--- src/qfrs_pkg.sv ---
// ----------------------------------------------------------------------------
// qfrs_pkg
// Shared types and constants for the quoted field row splitter.
// ----------------------------------------------------------------------------
package qfrs_pkg;

	localparam int MaxColumnsDef = 64;
	localparam int OutDepth      = 4;
	localparam int OutPtrW       = $clog2(OutDepth);
	localparam int OutLevelW     = $clog2(OutDepth + 1);

	localparam logic [7:0] NEWLINE_BYTE = 8'd10;
	localparam logic [7:0] SPACE_BYTE   = 8'd32;
	localparam logic [7:0] NUL_BYTE     = 8'd0;

	localparam logic [2:0] REG_DELIM       = 3'd0;
	localparam logic [2:0] REG_EXTRA_DELIM = 3'd1;
	localparam logic [2:0] REG_QUOTE_A     = 3'd2;
	localparam logic [2:0] REG_QUOTE_B     = 3'd3;
	localparam logic [2:0] REG_COMMENT     = 3'd4;
	localparam logic [2:0] REG_EXPECTED    = 3'd5;

	localparam logic [7:0] DELIM_RST       = 8'd32;
	localparam logic [7:0] EXTRA_DELIM_RST = 8'd9;
	localparam logic [7:0] QUOTE_A_RST     = 8'd34;
	localparam logic [7:0] QUOTE_B_RST     = 8'd39;
	localparam logic [7:0] COMMENT_RST     = 8'd35;
	localparam logic [6:0] EXPECTED_RST    = 7'd1;

	localparam logic KIND_CONTENT = 1'b0;
	localparam logic KIND_VERDICT = 1'b1;

	typedef enum logic [1:0] {
		ST_GOOD      = 2'd0,
		ST_COMMENT   = 2'd1,
		ST_EMPTY     = 2'd2,
		ST_MALFORMED = 2'd3
	} status_t;

	typedef struct packed {
		logic [7:0] delim;
		logic [7:0] extra_delim;
		logic [7:0] quote_a;
		logic [7:0] quote_b;
		logic [7:0] comment;
		logic [6:0] expected_cols;
	} cfg_t;

	typedef struct packed {
		logic        kind;
		logic [7:0]  content_byte;
		logic [5:0]  field_index;
		status_t     row_status;
		logic [6:0]  fields_found;
		logic [31:0] row_number;
		logic        last_of_run;
	} result_t;

	typedef struct packed {
		logic [1:0] count;
		result_t    r0;
		result_t    r1;
	} push_t;

endpackage

--- src/qfrs_cfg_regs.sv ---
// ----------------------------------------------------------------------------
// qfrs_cfg_regs
// Configuration register file, written through the config channel.
// ----------------------------------------------------------------------------
module qfrs_cfg_regs (
	input  logic              clk,
	input  logic              arst_n,
	input  logic              cfg_valid,
	input  logic [2:0]        cfg_index,
	input  logic [7:0]        cfg_data,
	output qfrs_pkg::cfg_t    cfg
);

	qfrs_pkg::cfg_t cfg_q;

	always_ff @(posedge clk or negedge arst_n) begin
		if (!arst_n) begin
			cfg_q.delim         <= qfrs_pkg::DELIM_RST;
			cfg_q.extra_delim   <= qfrs_pkg::EXTRA_DELIM_RST;
			cfg_q.quote_a       <= qfrs_pkg::QUOTE_A_RST;
			cfg_q.quote_b       <= qfrs_pkg::QUOTE_B_RST;
			cfg_q.comment       <= qfrs_pkg::COMMENT_RST;
			cfg_q.expected_cols <= qfrs_pkg::EXPECTED_RST;
		end else if (cfg_valid) begin
			case (cfg_index)
				qfrs_pkg::REG_DELIM:       cfg_q.delim         <= cfg_data;
				qfrs_pkg::REG_EXTRA_DELIM: cfg_q.extra_delim   <= cfg_data;
				qfrs_pkg::REG_QUOTE_A:     cfg_q.quote_a       <= cfg_data;
				qfrs_pkg::REG_QUOTE_B:     cfg_q.quote_b       <= cfg_data;
				qfrs_pkg::REG_COMMENT:     cfg_q.comment       <= cfg_data;
				qfrs_pkg::REG_EXPECTED:    cfg_q.expected_cols <= cfg_data[6:0];
				default: ;
			endcase
		end
	end

	assign cfg = cfg_q;

endmodule

--- src/qfrs_parser.sv ---
// ----------------------------------------------------------------------------
// qfrs_parser
// Input register, row state and the per-byte split logic; hands up to two
// results per beat to the output buffer.
// ----------------------------------------------------------------------------
module qfrs_parser #(
	parameter int MAX_COLUMNS = qfrs_pkg::MaxColumnsDef
) (
	input  logic              clk,
	input  logic              arst_n,
	input  logic              in_valid,
	output logic              in_ready,
	input  logic [7:0]        text_byte,
	input  logic              end_of_text,
	input  qfrs_pkg::cfg_t    cfg,
	input  logic              room,
	output qfrs_pkg::push_t   push
);

	localparam logic [6:0] MaxCols = 7'(MAX_COLUMNS);

	logic        valid_s1;
	logic [7:0]  byte_s1;
	logic        eot_s1;
	logic        advance;

	logic [7:0]  open_quote_q;
	logic        inside_q;
	logic [6:0]  fcount_q;
	logic        lead_q;
	logic        comment_q;
	logic        dropped_q;
	logic [31:0] rows_q;

	logic [7:0]  open_quote_n;
	logic        inside_n;
	logic [6:0]  fcount_n;
	logic        lead_n;
	logic        comment_n;
	logic        dropped_n;
	logic [31:0] rows_n;
	qfrs_pkg::push_t push_c;

	assign advance  = valid_s1 && room;
	assign in_ready = !valid_s1 || room;

	always_ff @(posedge clk or negedge arst_n) begin
		if (!arst_n) begin
			valid_s1 <= 1'b0;
		end else if (in_ready) begin
			valid_s1 <= in_valid;
		end
	end

	always_ff @(posedge clk) begin
		if (in_ready && in_valid) begin
			byte_s1 <= text_byte;
			eot_s1  <= end_of_text;
		end
	end

	always_comb begin
		logic           is_nl;
		logic           handled;
		logic           emit;
		logic           finish;
		logic           begin_fld;
		qfrs_pkg::result_t rc;
		qfrs_pkg::result_t rv;

		open_quote_n = open_quote_q;
		inside_n     = inside_q;
		fcount_n     = fcount_q;
		lead_n       = lead_q;
		comment_n    = comment_q;
		dropped_n    = dropped_q;
		rows_n       = rows_q;
		is_nl        = (byte_s1 == qfrs_pkg::NEWLINE_BYTE);
		handled      = 1'b0;
		emit         = 1'b0;
		begin_fld    = 1'b0;
		finish       = is_nl || eot_s1;

		if (!is_nl) begin
			if (!comment_q && lead_q && byte_s1 != qfrs_pkg::SPACE_BYTE) begin
				lead_n = 1'b0;
				if (byte_s1 == cfg.comment) begin
					comment_n = 1'b1;
					handled   = 1'b1;
				end
			end
			if (!handled && !comment_q) begin
				if (open_quote_q == qfrs_pkg::NUL_BYTE) begin
					if (byte_s1 == cfg.delim || byte_s1 == cfg.extra_delim) begin
						inside_n = 1'b0;
					end else if (byte_s1 != qfrs_pkg::NUL_BYTE &&
					             (byte_s1 == cfg.quote_a || byte_s1 == cfg.quote_b)) begin
						begin_fld    = 1'b1;
						open_quote_n = byte_s1;
					end else begin
						begin_fld = 1'b1;
						emit      = 1'b1;
					end
				end else if (byte_s1 == open_quote_q) begin
					open_quote_n = qfrs_pkg::NUL_BYTE;
				end else begin
					emit = 1'b1;
				end
				if (begin_fld && !inside_q) begin
					inside_n = 1'b1;
					if (fcount_q < MaxCols) begin
						fcount_n  = fcount_q + 7'd1;
						dropped_n = 1'b0;
					end else begin
						dropped_n = 1'b1;
					end
				end
			end
		end
		emit = emit && !dropped_n && (fcount_n != 7'd0);

		rc              = '0;
		rc.kind         = qfrs_pkg::KIND_CONTENT;
		rc.content_byte = byte_s1;
		rc.field_index  = 6'(fcount_n - 7'd1);
		rc.row_status   = qfrs_pkg::ST_GOOD;
		rc.last_of_run  = !finish;

		rv             = '0;
		rv.kind        = qfrs_pkg::KIND_VERDICT;
		rv.row_number  = rows_q + 32'd1;
		rv.last_of_run = 1'b1;
		rv.fields_found = fcount_n;
		if (comment_n) begin
			rv.row_status   = qfrs_pkg::ST_COMMENT;
			rv.fields_found = 7'd0;
		end else if (fcount_n == cfg.expected_cols) begin
			rv.row_status = qfrs_pkg::ST_GOOD;
		end else if (fcount_n == 7'd0) begin
			rv.row_status = qfrs_pkg::ST_EMPTY;
		end else begin
			rv.row_status = qfrs_pkg::ST_MALFORMED;
		end

		if (finish) begin
			rows_n       = rows_q + 32'd1;
			open_quote_n = qfrs_pkg::NUL_BYTE;
			inside_n     = 1'b0;
			fcount_n     = 7'd0;
			lead_n       = 1'b1;
			comment_n    = 1'b0;
			dropped_n    = 1'b0;
		end

		push_c.r1 = rv;
		if (emit) begin
			push_c.r0    = rc;
			push_c.count = finish ? 2'd2 : 2'd1;
		end else begin
			push_c.r0    = rv;
			push_c.count = finish ? 2'd1 : 2'd0;
		end
		if (!advance) begin
			push_c.count = 2'd0;
		end
	end

	always_ff @(posedge clk or negedge arst_n) begin
		if (!arst_n) begin
			open_quote_q <= qfrs_pkg::NUL_BYTE;
			inside_q     <= 1'b0;
			fcount_q     <= 7'd0;
			lead_q       <= 1'b1;
			comment_q    <= 1'b0;
			dropped_q    <= 1'b0;
			rows_q       <= 32'd0;
		end else if (advance) begin
			open_quote_q <= open_quote_n;
			inside_q     <= inside_n;
			fcount_q     <= fcount_n;
			lead_q       <= lead_n;
			comment_q    <= comment_n;
			dropped_q    <= dropped_n;
			rows_q       <= rows_n;
		end
	end

	assign push = push_c;

endmodule

--- src/qfrs_out_fifo.sv ---
// ----------------------------------------------------------------------------
// qfrs_out_fifo
// Result buffer: takes up to two results per cycle, delivers one beat.
// ----------------------------------------------------------------------------
module qfrs_out_fifo (
	input  logic                                clk,
	input  logic                                arst_n,
	input  qfrs_pkg::push_t                     push,
	output logic                                room,
	output logic                                out_valid,
	input  logic                                out_ready,
	output qfrs_pkg::result_t                   head,
	output logic [qfrs_pkg::OutLevelW-1:0]      level
);

	localparam int PtrW = qfrs_pkg::OutPtrW;
	localparam int LvlW = qfrs_pkg::OutLevelW;

	qfrs_pkg::result_t      mem_q [qfrs_pkg::OutDepth];
	logic [PtrW-1:0]        wr_ptr_q;
	logic [PtrW-1:0]        rd_ptr_q;
	logic [LvlW-1:0]        level_q;
	logic                   pop;

	assign pop       = out_valid && out_ready;
	assign out_valid = (level_q != '0);
	assign room      = (level_q <= LvlW'(qfrs_pkg::OutDepth - 2));
	assign head      = mem_q[rd_ptr_q];
	assign level     = level_q;

	always_ff @(posedge clk) begin
		if (push.count != 2'd0) begin
			mem_q[wr_ptr_q] <= push.r0;
		end
		if (push.count == 2'd2) begin
			mem_q[wr_ptr_q + PtrW'(1)] <= push.r1;
		end
	end

	always_ff @(posedge clk or negedge arst_n) begin
		if (!arst_n) begin
			wr_ptr_q <= '0;
			rd_ptr_q <= '0;
			level_q  <= '0;
		end else begin
			wr_ptr_q <= wr_ptr_q + PtrW'(push.count);
			if (pop) begin
				rd_ptr_q <= rd_ptr_q + PtrW'(1);
			end
			level_q <= level_q + LvlW'(push.count) - LvlW'(pop);
		end
	end

endmodule

--- src/quoted_field_row_splitter.sv ---
// Path: an accepted byte is registered in the input register; its results
// are written into the result buffer once it has room, and the first result
// is then offered from the buffer head. A 4-entry result buffer decouples.
// Throughput: one byte per cycle while the result buffer has room; a content
// byte with end_of_text set yields two results and takes two output beats.
// Reset: configuration returns to defaults, row state and row count clear,
// buffer empties.
// ----------------------------------------------------------------------------
// quoted_field_row_splitter
// Splits a text byte stream into quoted/delimited fields and row verdicts.
// ----------------------------------------------------------------------------
module quoted_field_row_splitter #(
	parameter int MAX_COLUMNS = qfrs_pkg::MaxColumnsDef
) (
	input  logic        clk,
	input  logic        arst_n,
	input  logic        cfg_valid,
	output logic        cfg_ready,
	input  logic [2:0]  cfg_index,
	input  logic [7:0]  cfg_data,
	input  logic        in_valid,
	output logic        in_ready,
	input  logic [7:0]  text_byte,
	input  logic        end_of_text,
	output logic        out_valid,
	input  logic        out_ready,
	output logic        kind,
	output logic [7:0]  content_byte,
	output logic [5:0]  field_index,
	output logic [1:0]  row_status,
	output logic [6:0]  fields_found,
	output logic [31:0] row_number,
	output logic        last_of_run
);

	qfrs_pkg::cfg_t    cfg;
	qfrs_pkg::push_t   push;
	qfrs_pkg::result_t head;
	logic              room;
	logic [qfrs_pkg::OutLevelW-1:0] level;

	assign cfg_ready = 1'b1;

	qfrs_cfg_regs u_cfg (
		.clk       (clk),
		.arst_n    (arst_n),
		.cfg_valid (cfg_valid),
		.cfg_index (cfg_index),
		.cfg_data  (cfg_data),
		.cfg       (cfg)
	);

	qfrs_parser #(
		.MAX_COLUMNS (MAX_COLUMNS)
	) u_parser (
		.clk         (clk),
		.arst_n      (arst_n),
		.in_valid    (in_valid),
		.in_ready    (in_ready),
		.text_byte   (text_byte),
		.end_of_text (end_of_text),
		.cfg         (cfg),
		.room        (room),
		.push        (push)
	);

	qfrs_out_fifo u_fifo (
		.clk       (clk),
		.arst_n    (arst_n),
		.push      (push),
		.room      (room),
		.out_valid (out_valid),
		.out_ready (out_ready),
		.head      (head),
		.level     (level)
	);

	assign kind         = head.kind;
	assign content_byte = head.content_byte;
	assign field_index  = head.field_index;
	assign row_status   = head.row_status;
	assign fields_found = head.fields_found;
	assign row_number   = head.row_number;
	assign last_of_run  = head.last_of_run;

	a_level_bound: assert property (@(posedge clk) disable iff (!arst_n)
		level <= qfrs_pkg::OutLevelW'(qfrs_pkg::OutDepth))
		else $error("result buffer overflow");

	a_push_room: assert property (@(posedge clk) disable iff (!arst_n)
		push.count != 2'd0 |-> $past(level) <= qfrs_pkg::OutLevelW'(qfrs_pkg::OutDepth - 2)
			|| level <= qfrs_pkg::OutLevelW'(qfrs_pkg::OutDepth - 2))
		else $error("push without room");

	a_content_fields: assert property (@(posedge clk) disable iff (!arst_n)
		out_valid && kind == qfrs_pkg::KIND_CONTENT |->
			row_status == 2'(qfrs_pkg::ST_GOOD) && fields_found == 7'd0 &&
			row_number == 32'd0)
		else $error("content beat carries verdict fields");

	a_comment_zero: assert property (@(posedge clk) disable iff (!arst_n)
		out_valid && kind == qfrs_pkg::KIND_VERDICT &&
			row_status == 2'(qfrs_pkg::ST_COMMENT) |-> fields_found == 7'd0 && last_of_run)
		else $error("comment verdict with fields");

endmodule
--- config.mk ---
export PLATFORM = sky130hd
export DESIGN_NAME = quoted_field_row_splitter
export DESIGN_NICKNAME = d
export VERILOG_FILES = /design/src/qfrs_pkg.sv /design/src/qfrs_cfg_regs.sv /design/src/qfrs_parser.sv /design/src/qfrs_out_fifo.sv /design/src/quoted_field_row_splitter.sv
export SDC_FILE = /design/constraint.sdc
export NUM_CORES = 1
export LEC_CHECK = 0
export ABC_AREA = 1
export ABC_CLOCK_PERIOD_IN_PS = 5850
export BUFFER_PORTS_ARGS = -buffer_cell sky130_fd_sc_hd__buf_2
export CAP_MARGIN = 30
export CORE_MARGIN = 1
export CORE_UTILIZATION = 35
export CTS_BUF_LIST = sky130_fd_sc_hd__clkbuf_16
export CTS_CLUSTER_DIAMETER = 40
export CTS_CLUSTER_SIZE = 16
export DETAILED_ROUTE_END_ITERATION = 8
export PLACE_DENSITY = 0.49
export SYNTH_ARGS = -nofsm -noshare
export SYNTH_HDL_FRONTEND = slang
export SYNTH_SLANG_ARGS = --single-unit
--- constraint.sdc ---
create_clock -name clk -period 5.85 [get_ports clk]
set_clock_uncertainty 0.05 [all_clocks]
set_input_delay 0.8775 -clock clk [delete_from_list [all_inputs] [get_ports clk]]
set_output_delay 0.8775 -clock clk [all_outputs]
set_load 0.05 [all_outputs]
=== After elaboration in Yosys (flattened, before gate mapping) ===
Memories as Yosys holds them, arrays and structs flattened.
Cells that the tools add are included.

* Flip-flop bits (word level): 115
* RAM bits: 228
* Output and inout port bits: 60
* Logic and storage cells: 145
* Memories kept: 1

* Add/subtract/negate cells: 8
* $lt $le $gt $ge: 2
* Equal/unequal tests: 18
* Multiplexer cells: 55
* Reductions and logical operators: 42

{| class="wikitable"
|+ Memories
! name !! depth !! bits a word !! read ports !! clocked after Yosys merged registers in !! write ports !! RTL line !! text
|-
| u_fifo.mem_q || 4 || 57 || 1 || 0 || 2 || qfrs_out_fifo.sv:19 || <nowiki>qfrs_pkg::result_t mem_q [qfrs_pkg::OutDepth];</nowiki>
|}

{| class="wikitable"
|+ Operator list
! kind !! count
|-
| $mux W59 || 1
|-
| $mux W8 || 7
|-
| $eq A8 B8 Y1 || 6
|-
| $mux W7 || 6
|-
| $mux W1 || 37
|-
| $add A32 B1 Y32 const B || 1
|-
| $reduce_and A2 Y1 || 7
|-
| $reduce_bool A3 Y1 || 4
|-
| $logic_and A1 B1 Y1 || 10
|-
| $eq A8 B4 Y1 const B || 1
|-
| $logic_not A8 Y1 || 1
|-
| $mux W2 || 4
|-
| $ne A8 B6 Y1 const B || 1
|-
| $reduce_bool A8 Y1 || 1
|-
| $add A7 B1 Y7 const B || 1
|-
| $eq A7 B7 Y1 || 1
|-
| $logic_not A7 Y1 || 1
|-
| $lt A7 B7 Y1 const B || 1
|-
| $reduce_bool A7 Y1 || 1
|-
| $eq A3 B2 Y1 const B || 2
|-
| $eq A3 B3 Y1 const B || 2
|-
| $logic_not A1 Y1 || 6
|-
| $ne A3 B2 Y1 const B || 2
|-
| $reduce_and A6 Y1 || 1
|-
| other kinds (14) || 20
|}

=== Depth between registers and ports, before layout ===
* Depth in word-level cells: 22
* Gate-level depth with buffers: 33
* Gate-level depth less buffers: 30

=== Modules after synthesis ===
Synthesis repeated with hierarchy kept, for this count alone.

* Cell total of the unflattened synthesis: 2471
* Area, all modules: 19396.1 um2

{| class="wikitable"
|+ Modules (own cells, without submodules)
! module !! instances !! cells an instance !! area each (um2) !! sequential area each (um2)
|-
| qfrs_out_fifo || 1 || 1542 || 12414.4 || 7021.7
|-
| qfrs_parser || 1 || 714 || 5062.4 || 1572.8
|-
| qfrs_cfg_regs || 1 || 213 || 1908.1 || 1192.4
|-
| quoted_field_row_splitter || 1 || 2 || 11.3 || 0.0
|}

=== Worst setup path after synthesis ===
OpenSTA, ideal clock, no wires.

* Path kind: register -> register
* From: register u_parser.byte_s1[5]
* To: memory u_fifo.mem_q[1][34] (netlist name) (data pin)
* Arrival time: 4.838 ns
* Data required time: 5.660 ns
* Slack: 0.822 ns
* Cell stages (with the launch flop): 32
* Path buffers: 3
* Path through: edfxtp_1 -> buf_6 -> inv_2 -> nor2_1 -> nand2_1 -> nor2_1 -> nor2_1 -> nand3_4 -> nand3_2 -> nor2_2 -> nand2_1 -> nand2_1 -> nand2_1 -> ha_1 -> nand2_2 -> nor2_4 -> nand3_4 -> nand2_4 -> inv_4 -> buf_12 -> ha_1 -> inv_1 -> nor2_2 -> nor2_2 -> nor3_2 -> inv_2 -> nor2_1 -> nand2_1 -> nand2_1 -> nand2_2 -> buf_6 -> nor2_1

{| class="wikitable"
|+ RTL lines
! item !! RTL line !! text
|-
| start, declared || qfrs_parser.sv:23 || <nowiki>logic [7:0] byte_s1;</nowiki>
|-
| start signal, assigned || qfrs_parser.sv:57 || <nowiki>byte_s1 <= text_byte;</nowiki>
|-
| end, declared || qfrs_out_fifo.sv:19 ||
|}

==> metrics.md <==
| Metric | Value |
|---|---|
| Synth area leader | `edfxtp_1` |
| First drt pass iteration count | `5` |
| Synthesized area per cell | `9.32 µm²` |
| Largest net degree at the start of global routing | `between 90 and 100` |
| Main combinational cell family by area after synthesis | `simple AND/OR/NAND/NOR gates` |
| Detailed-route via count | `about 12k` |
| Vias in the first global route | `11.8k` |
| Sw Pwr | `5220 µW` |
| Worst EP required | `6.23 ns` |
| WS Path Type | `reg -> reg` |
| Final nets | `1,857` |
| H-tree depth | `2` |
| Design Area, Final | `between 15,000 and 20,000 µm²` |
| Crit end category | `register` |
| HPWL after DPL | `27.8 mm` |
| Mux contribution to synthesized area | `0` |
| Diodes inserted | `0` |
| Routability Congestion | `between 0.8 and 0.9` |
| Post-Route M1 WL | `21.5 mm` |
| Maximum vdd drop | `around 0.4 mV` |
| Cts bufs inserted | `between 50 and 60` |
| Post-synth top area share | `0.320` |
| Input/output buffers | `83` |
| Part of the cycle the worst path needs | `0.869` |
| Max-cap violation count | `0` |
| Post-cts sizing count | `0` |
| Data arrival, critical path | `about 5.5 ns` |
| Avg Vias per Cell | `~4.9` |
| Total wire length | `between 40 and 50 mm` |
| Placed Cells incl. Taps | `~2.4k` |
| CTS tree | `built` |
| CTS clock-pin slew for the worst setup and hold paths | `0.05 ns` |
| Final Util | `0.421` |
| Post-synthesis adder-cell area fraction | `0.00739` |
| Root buf cell | `clkbuf_16` |
| Min Hold Slack | `around 0.28 ns` |
| Synth cell types | `51` |
| Internal Power | `~6600 µW` |
| Overflow after GRT | `0` |
| Clock power frac | `0.296` |
| Top Metal Used | `met4` |
| Worst path slowest cell | `edfxtp_1` |
| Initial antenna violation count | `0` |
| TNS Setup | `0 ns` |
| Relative slew slack | `0.451` |
| Post-CTS Setup Bufs | `0` |
| Synth Area in Compound Gates | `0.110` |
| Pins Over Slew Limit | `0` |
| Drt wl/cell | `17.6 µm` |
| Total track usage | `0.187` |
| Final Non-Filler Cells | `between 2k and 2.5k` |
| Full die area | `approximately 47,000 µm²` |
| Chip width | `218 µm` |
| Slew @ Worst Pin | `roughly 0.8 ns` |
| RSZ-0062 raised after global routing | `no` |
| Buffers and inverters on the worst path | `4` |
| Area contributors post-synth | `edfxtp_1, dfrtp_1, dfxtp_1` |
| Delay-heaviest family, CP | `simple AND/OR/NAND/NOR gates` |
| Final hold violation count | `0` |
| Metal3 WL | `a little over 2 mm` |
| Endpoints failing setup | `0` |
| Synthesized area | `roughly 16,000 µm²` |
| DR iter-0 viols | `roughly 850` |
| Most used cell, CP | `nand2_1` |
| Boundary Pins | `85` |
| Row cnt | `78` |
| Status | `complete, no violations` |
| Post-Synth XOR/XNOR Area | `0.0356` |
| Synthesized flop and latch total | `around 340` |
| Net Sw Frac | `0.441` |
| FMAX | `between 150 and 200 MHz` |
| Ys Warns | `0` |
| CP Max Fanout | `26` |
| Die Height | `about 220 µm` |
| Synthesized instance count | `around 1.7k` |
| Min-delay worst type | `in -> async` |
| Clock Path Buffers | `3` |
| Layout cells sized above 1 | `0.190` |
| Seq/Total Area, Yosys | `0.563` |
| Hold_buf cts | `0` |
| Pwr/cell area | `around 620 nW/µm²` |
| Drt drc | `0` |
| Initial Util | `0.357` |
| Leak pwr | `0.00744 µW` |
| Max incr delay on CP | `0.59 ns` |
| Syn Nets | `roughly 1.8k` |
| First-pass GRT wire length | `68.7 mm` |
| Tmin final | `5.08 ns` |
| Logic pwr share | `0.410` |
| Simple-Gate Fraction of Synth Area | `0.222` |
| Clock Sinks | `~340` |
| Placed instance area | `17,200 µm²` |
| Area delta synth->final | `18.0%` |
| Worst skew pair latency | `a little under 0.6 ns` |
| Reg power frac | `0.294` |
| Post-DRT Antenna Nets | `0` |
| WL met2 | `between 15 and 20 mm` |
| Worst setup SP type | `register` |
| Area of the core | `about 46,000 µm²` |
## cells by family after synthesis
group | count (synthesis)
simple gates | 777
flops | 343
compound gates | 330
buf+inv | 218
xor+xnor | 66
fa+ha+maj | 9
other cells | 1
## metrics by stage
step / total power, µW / worst slack [ns]
finish: 11900 / 0.765
global route: 12500 / 0.293
CTS: 12000 / 0.778
detailed placement: 8430 / 0.785
global placement: 8370 / 0.978
floorplan: 7080 / 0.822
## metal layers
layer / up-vias / track usage
met5: - / 0
met4: 0 / 0.0502
met3: 64 / 0.0328
met2: 266 / 0.285
met1: 5752 / 0.273
li1: 5968 / -
## registers in the layout, indices dropped and copies added (netlist names), 3 cells and up
register	count
u_cfg.cfg	47
u_fifo.level	3
u_fifo.mem_q	228
u_parser.byte_s1	8
u_parser.fcount_q	7
u_parser.open_quote_q	8
u_parser.rows_q	32
## cells in the mapped netlist (all sizes together)
| master | number |
|---|---|
| fa | 1 |
| nand3 | 41 |
| ha | 8 |
| dfrtp | 92 |
| nor4 | 5 |
| o32ai | 1 |
| dfxtp | 64 |
| edfxtp | 173 |
| o31ai | 9 |
| xnor2 | 33 |
| or2 | 6 |
| and3 | 2 |
| xor2 | 33 |
| conb | 1 |
| buf | 28 |
| o22ai | 63 |
| o21a | 1 |
| nand3b | 6 |
| a21oi | 8 |
| nand2 | 335 |
| inv | 133 |
| a31oi | 1 |
| clkbuf | 57 |
| nor2 | 348 |
| nand4 | 16 |
| dfstp | 14 |
| nor3 | 18 |
| o21ai | 247 |
## final cells by class
cell class              count  area (µm²)
clock inverters            45         573
well taps                 600         751
multi-input cells        1183        6100
fillers                  4458       26400
repair buffers            107         676
inverters                 133         503
flip-flops and latches    343        9150
clock buffers              57        1430
## power by group through the flow
| stage | combinational, µW | clock (µW) | sequential (µW) |
|---|---|---|---|
| finish | 4870 | 3500 | 3480 |
| global placement | 4860 | 0 | 3520 |
| global route | 5310 | 3670 | 3550 |
| detailed placement | 4910 | 0 | 3520 |
| CTS | 4920 | 3580 | 3480 |
| floorplan | 3710 | 0 | 3360 |
## layout by cell type (no fill, tap or decap), drive strengths merged
| cell | n |
|---|---|
| nor2 | 348 |
| nand2 | 335 |
| o21ai | 247 |
| edfxtp | 173 |
| inv | 146 |
| buf | 107 |
| dfrtp | 92 |
| dfxtp | 64 |
| o22ai | 63 |
| clkbuf | 57 |
| nand3 | 41 |
| xnor2 | 33 |
| xor2 | 33 |
| nor3 | 18 |
| nand4 | 16 |
| clkinv | 16 |
| dfstp | 14 |
| bufinv | 11 |
| o31ai | 9 |
| ha | 8 |
| a21oi | 8 |
| or2 | 6 |
| nand3b | 6 |
| clkinvlp | 5 |
| nor4 | 5 |
| and3 | 2 |
| a31oi | 1 |
| o21a | 1 |
| o32ai | 1 |
| fa | 1 |
| conb | 1 |
## worst register-to-register path: cells and delay by family (launching register included)
| kind | cells | cell delay (ns) |
|---|---|---|
| adders and majority gates | 2 | 0.51 |
| buffers and inverters | 4 | 0.79 |
| DFF | 1 | 0.59 |
| and+or+nand+nor | 22 | 3.01 |
## path summary, 6_finish.rpt
path | end | startpoint | cells after the start | slack [ns]
worst max-delay path | u_fifo.mem_q[1][38]$_DFFE_PP_ | u_parser.byte_s1[0]$_DFFE_PP_ | 28 | 0.77
worst min-delay path | u_cfg.cfg[27]$_DFFE_PN0P_ | arst_n | 1 | 0.28
worst max register to register | u_fifo.mem_q[1][38]$_DFFE_PP_ | u_parser.byte_s1[0]$_DFFE_PP_ | 28 | 0.77
worst min register to register | u_fifo.mem_q[1][42]$_SDFFE_PP0N_ | u_fifo.mem_q[1][42]$_SDFFE_PP0N_ | 2 | 0.40
max in group asynchronous | u_parser.rows_q[9]$_DFFE_PN0P_ | arst_n | 2 | 4.22
min in group clk | u_fifo.mem_q[1][42]$_SDFFE_PP0N_ | u_fifo.mem_q[1][42]$_SDFFE_PP0N_ | 2 | 0.40
Note: power is estimated with default switching activity, not from simulation.
